===== src/rtl/core/obci_pkg.sv =====
// shared constants, types and helper functions of the octree cell index core
// used by obci_axis, octree_box_cell_index_core, obci_checker, cell_index_checker and testbench
package obci_pkg;

   localparam int LEVELS    = 4;
   localparam int FRAC_BITS = 16;

   localparam int WORD_W   = 32;
   localparam int PROD_W   = 2 * WORD_W;
   localparam int SHIFT    = 2 * FRAC_BITS;
   localparam int PHI_W    = PROD_W - SHIFT;
   localparam int COORD_W  = LEVELS;
   localparam int CODE_W   = 3 * LEVELS;
   localparam int HI_W     = $clog2(LEVELS + 1);
   localparam int SH_W     = $clog2(3 * LEVELS + 1);
   localparam int NODE_W   = 10;
   localparam int LEVEL_W  = 2;
   localparam int CELL_W   = 9;
   localparam int CSR_IDX_W = 3;
   localparam int DEPTH    = 5;

   localparam logic [COORD_W-1:0] COORD_TOP = {COORD_W{1'b1}};
   localparam logic [WORD_W-1:0]  INV_RESET = WORD_W'(1 << 16);

   typedef enum logic [CSR_IDX_W-1:0] {
      CSR_ORIGIN_X   = 3'd0,
      CSR_ORIGIN_Y   = 3'd1,
      CSR_ORIGIN_Z   = 3'd2,
      CSR_INV_UNIT_X = 3'd3,
      CSR_INV_UNIT_Y = 3'd4,
      CSR_INV_UNIT_Z = 3'd5
   } csr_index_type;

   // first node index of a tree level: (8^level - 1) / 7
   function automatic logic [NODE_W-1:0] level_start(input logic [HI_W-1:0] lvl);
      logic [NODE_W-1:0] acc;
      logic [NODE_W-1:0] pow;
      acc = '0;
      pow = NODE_W'(1);
      for (int i = 0; i < LEVELS; i++) begin
         if (HI_W'(i) < lvl) begin
            acc = acc + pow;
         end
         pow = pow << 3;
      end
      return acc;
   endfunction

endpackage


===== src/rtl/core/obci_axis.sv =====
// one axis of one corner: origin offset, scale multiply, truncate and clamp
// three register stages; depends on obci_pkg
module obci_axis
   import obci_pkg::*;
(
   input  logic                clock,
   input  logic [WORD_W-1:0]   pos,
   input  logic [WORD_W-1:0]   org,
   input  logic [WORD_W-1:0]   inv,
   output logic [COORD_W-1:0]  coord
);

   logic [WORD_W:0]     diff_full;
   logic [WORD_W-1:0]   diff_ff;
   logic                above_ff;
   logic                above_in;
   logic [PROD_W-1:0]   prod;
   logic [PHI_W-1:0]    prod_hi_in;
   logic [PHI_W-1:0]    prod_hi_ff;
   logic [COORD_W-1:0]  cell_in;
   logic [COORD_W-1:0]  cell_ff;

   // stage 1: signed offset, positive test
   assign diff_full = {pos[WORD_W-1], pos} - {org[WORD_W-1], org};
   assign above_in  = !diff_full[WORD_W] && (diff_full != '0);

   always_ff @(posedge clock) begin
      diff_ff  <= diff_full[WORD_W-1:0];
      above_ff <= above_in;
   end

   // stage 2: scale
   assign prod       = PROD_W'(diff_ff) * PROD_W'(inv);
   assign prod_hi_in = above_ff ? prod[PROD_W-1:SHIFT] : '0;

   always_ff @(posedge clock) begin
      prod_hi_ff <= prod_hi_in;
   end

   // stage 3: clamp to grid
   assign cell_in = (prod_hi_ff > PHI_W'(COORD_TOP)) ? COORD_TOP
                                                     : prod_hi_ff[COORD_W-1:0];

   always_ff @(posedge clock) begin
      cell_ff <= cell_in;
   end

   assign coord = cell_ff;

endmodule


===== config.mk =====
export PLATFORM = sky130hd
export DESIGN_NAME = obci_axis
export DESIGN_NICKNAME = d
export VERILOG_FILES = /design/src/rtl/core/obci_pkg.sv /design/src/rtl/core/obci_axis.sv
export SDC_FILE = /design/constraint.sdc
export NUM_CORES = 2
export LEC_CHECK = 0
export ABC_AREA = 1
export ABC_CLOCK_PERIOD_IN_PS = 8700
export BUFFER_PORTS_ARGS = -buffer_cell sky130_fd_sc_hd__buf_2
export CAP_MARGIN = 20
export CORE_MARGIN = 4
export CORE_UTILIZATION = 45
export CTS_BUF_LIST = sky130_fd_sc_hd__clkbuf_4 sky130_fd_sc_hd__clkbuf_8
export CTS_CLUSTER_SIZE = 25
export DETAILED_ROUTE_END_ITERATION = 8
export SLEW_MARGIN = 10
export SYNTH_ARGS = -nofsm -noshare
export SYNTH_HDL_FRONTEND = slang
export SYNTH_SLANG_ARGS = --single-unit
export TNS_END_PERCENT = 50

===== constraint.sdc =====
create_clock -name clock -period 8.7 [get_ports clock]
set_clock_uncertainty 0.05 [all_clocks]
set_input_delay 0.435 -clock clock [delete_from_list [all_inputs] [get_ports clock]]
set_output_delay 0.435 -clock clock [all_outputs]
set_load 0.005 [all_outputs]

==> metrics.txt <==
Hold Fails Final Rpt 0; CTS Hold Buffers Added 0; number of remaining DRC errors 0; reported max-cap violation count 0; endpoint type of the worst setup path flip-flop; Multi-input gate area 30450 µm²; kind of critical path flip-flop to flip-flop; post-synth top area cell fa_1; CTS tree done; Sink Count 69; PortBufs 100; top post-synthesis cells by area fa_1 (46%), inv_1 (17%), nand2_1 (14%), ha_1 (9.3%), dfxtp_1 (3.5%); Post-synth ARST share 0; Total Routing Usage GR 0.2501; H-tree depth 3; Cell variety after synth 40; 1st-iter DRT viols 2152; grt ovf 0; Filler cells 8779; initial core utilization 0.4537; Critical path buffers and inverters 5; cell mode on critical path fa_1; worst-margin pin slew 1.178 ns; Die Ht 304.0 µm; Post-synth EDFFs 0; Final min period 7.916 ns; cts bufs inserted 9; clk buf depth 2; Slew headroom 0.2133; Area growth syn-to-layout 4.822%; setup tns final 0 ns; register area 1381 µm²; most frequent cell after synthesis inv_1; status complete, no violations; largest net degree at the start of global routing 33; iteration count of the initial detailed-routing pass 5; IO Pins 101; endpoints failing setup 0; row count 108; # nets final 6663; initial antenna violation count 2; Synth Flop Type dfxtp_1; Req. time, crit path 8.95 ns; post-DP HPWL 94780 µm; synthesized net count 6686; Seq cells post-synth 69; CP cell instances buf_4, nand2_1, fa_1, fa_1, inv_1, fa_1, fa_1, fa_1, fa_1, fa_1, inv_1, fa_1, inv_1, ha_1, a21oi_1, o21ai_0, a21oi_1, o21bai_1, inv_1, nand2_1, o21ai_0, a21oi_1; Synth Instances 5401; Yosys top cell area share 0.4551; clock latency on the worst-skew pair 0.42 ns; sequential share of the synthesized area 0.03504; routed length per instance 17.13 µm; CP max-delay cell dfxtp_1; Worst path max stage delay 1.06 ns; critical path data arrival time 8.17 ns; fmax 126.3 MHz; Via density 4.827; first-pass GRT wire length 184000 µm; vias in the first global route 33420; post-CTS sizing 0; Synth top cells by count inv_1 (1820), nand2_1 (1489), fa_1 (896), ha_1 (292), nor2_1 (218); Final ANT Viol Nets 0; CP startpoint kind flip-flop; Final Max Tran Viols 0; Hold Crit Class input port to flip-flop; post-CTS setup repair buffer count 0; clock slew at the register clock pins of the worst setup and hold paths 0.09 ns; crit-path leading delay family adder cells; warnings from Yosys 0; final WL 112000 µm; Tcrit/Tclk final 0.9098; via count 31570; maximum fanout along the worst path 17; DIE WIDTH 304.0 µm; RSZ-0062 raised after global routing no; DIE AREA 92390 µm²; area of the core 86890 µm²; Final Wtd Congestion 0.9549; Syn Area/Cell 7.298 µm²; Root Driver clkbuf_8; Mapped Area 39420 µm²; share of cells above drive strength 1 0.04366
per-layer routing:
layer	share of wire	global-route usage	wire length, µm
met1	0.45	0.3574	50510
met2	0.47	0.4191	53200
met3	0.055	0.02408	6120
met4	0.019	0.04820	2183
met5	0	0	0
final cells by class:
type | instances | share of cell area
Clock inverter | 5 | 0.001454
Antenna cell | 3 | 0.0001817
Tap cell | 1155 | 0.03498
Timing Repair Buffer | 162 | 0.02398
Inverter | 1825 | 0.1658
Clock buffer | 10 | 0.003331
Multi-Input combinational cell | 3311 | 0.7368
Sequential cell | 69 | 0.03343
worst min-delay path: stages:
cell	delay (ns)
buf_2	0.08
ha_1	0.14
inv_1	0.04
path summary, 6_finish.rpt:
check	from	to	slack, ns	depth (start not counted)
min reg2reg	prod_hi_ff[1]$_SDFF_PN0_	coord[1]$_SDFF_PN1_	0.38	2
max reg2reg	diff_ff[15]$_DFF_P_	prod_hi_ff[13]$_SDFF_PN0_	0.78	22
min	org[0]	diff_ff[0]$_DFF_P_	0.28	3
max	diff_ff[15]$_DFF_P_	prod_hi_ff[13]$_SDFF_PN0_	0.78	22
state kept, by name (all words and copies together), names as in the netlist:
signal and count:
coord 4, diff_ff 32, above_ff 1, prod_hi_ff 32
layout by cell type, fill, tap and decap left out, drive strengths merged, types with 2 or more instances in the layout:
master and n:
nor2 231, dfxtp 69, ha 292, xor2 4, nand3b 10, inv 1825
o21bai 22, nor4 12, or2 2, nand4 11, clkbuf 10, a21oi 123
clkinv 3, nand3 73, fa 896, nand2 1514, o21a 5, o211ai 4
o2111ai 2, diode 3, a21o 12, a21boi 7, o21ai 55, a31oi 7
and2 5, buf 162, xnor2 3, nor3 20
logic make-up after synthesis:
logic type	share of synthesized area
adders and majority gates	0.5477
and+or+nand+nor	0.1891
AOI/OAI and AO/OA	0.03396
buffers and inverters	0.1926
xor gates and xnor gates	0.001555
DFF	0.03504
per-stage QoR:
| step | util | std cells | cell area, µm² | hold slack (ns) | worst slack [ns] |
|---|---|---|---|---|---|
| finish | 0.4755 | 6540 | 41320 | 0.2836 | 0.7844 |
| global route | 0.4754 | 6537 | 41310 | 0.2804 | 0.5206 |
| CTS | 0.4754 | 6537 | 41310 | 0.2555 | 0.8101 |
| detailed placement | 0.4732 | 6522 | 41110 | 0.3651 | 0.8515 |
| global placement | 0.4732 | 6522 | 41110 | 0.3927 | 0.8257 |
| floorplan | - | 5401 | 39420 | 0.3369 | 2.270 |
Power is not shown: default switching activity piles up to over one toggle a cycle in this logic, so the estimate is an artifact.
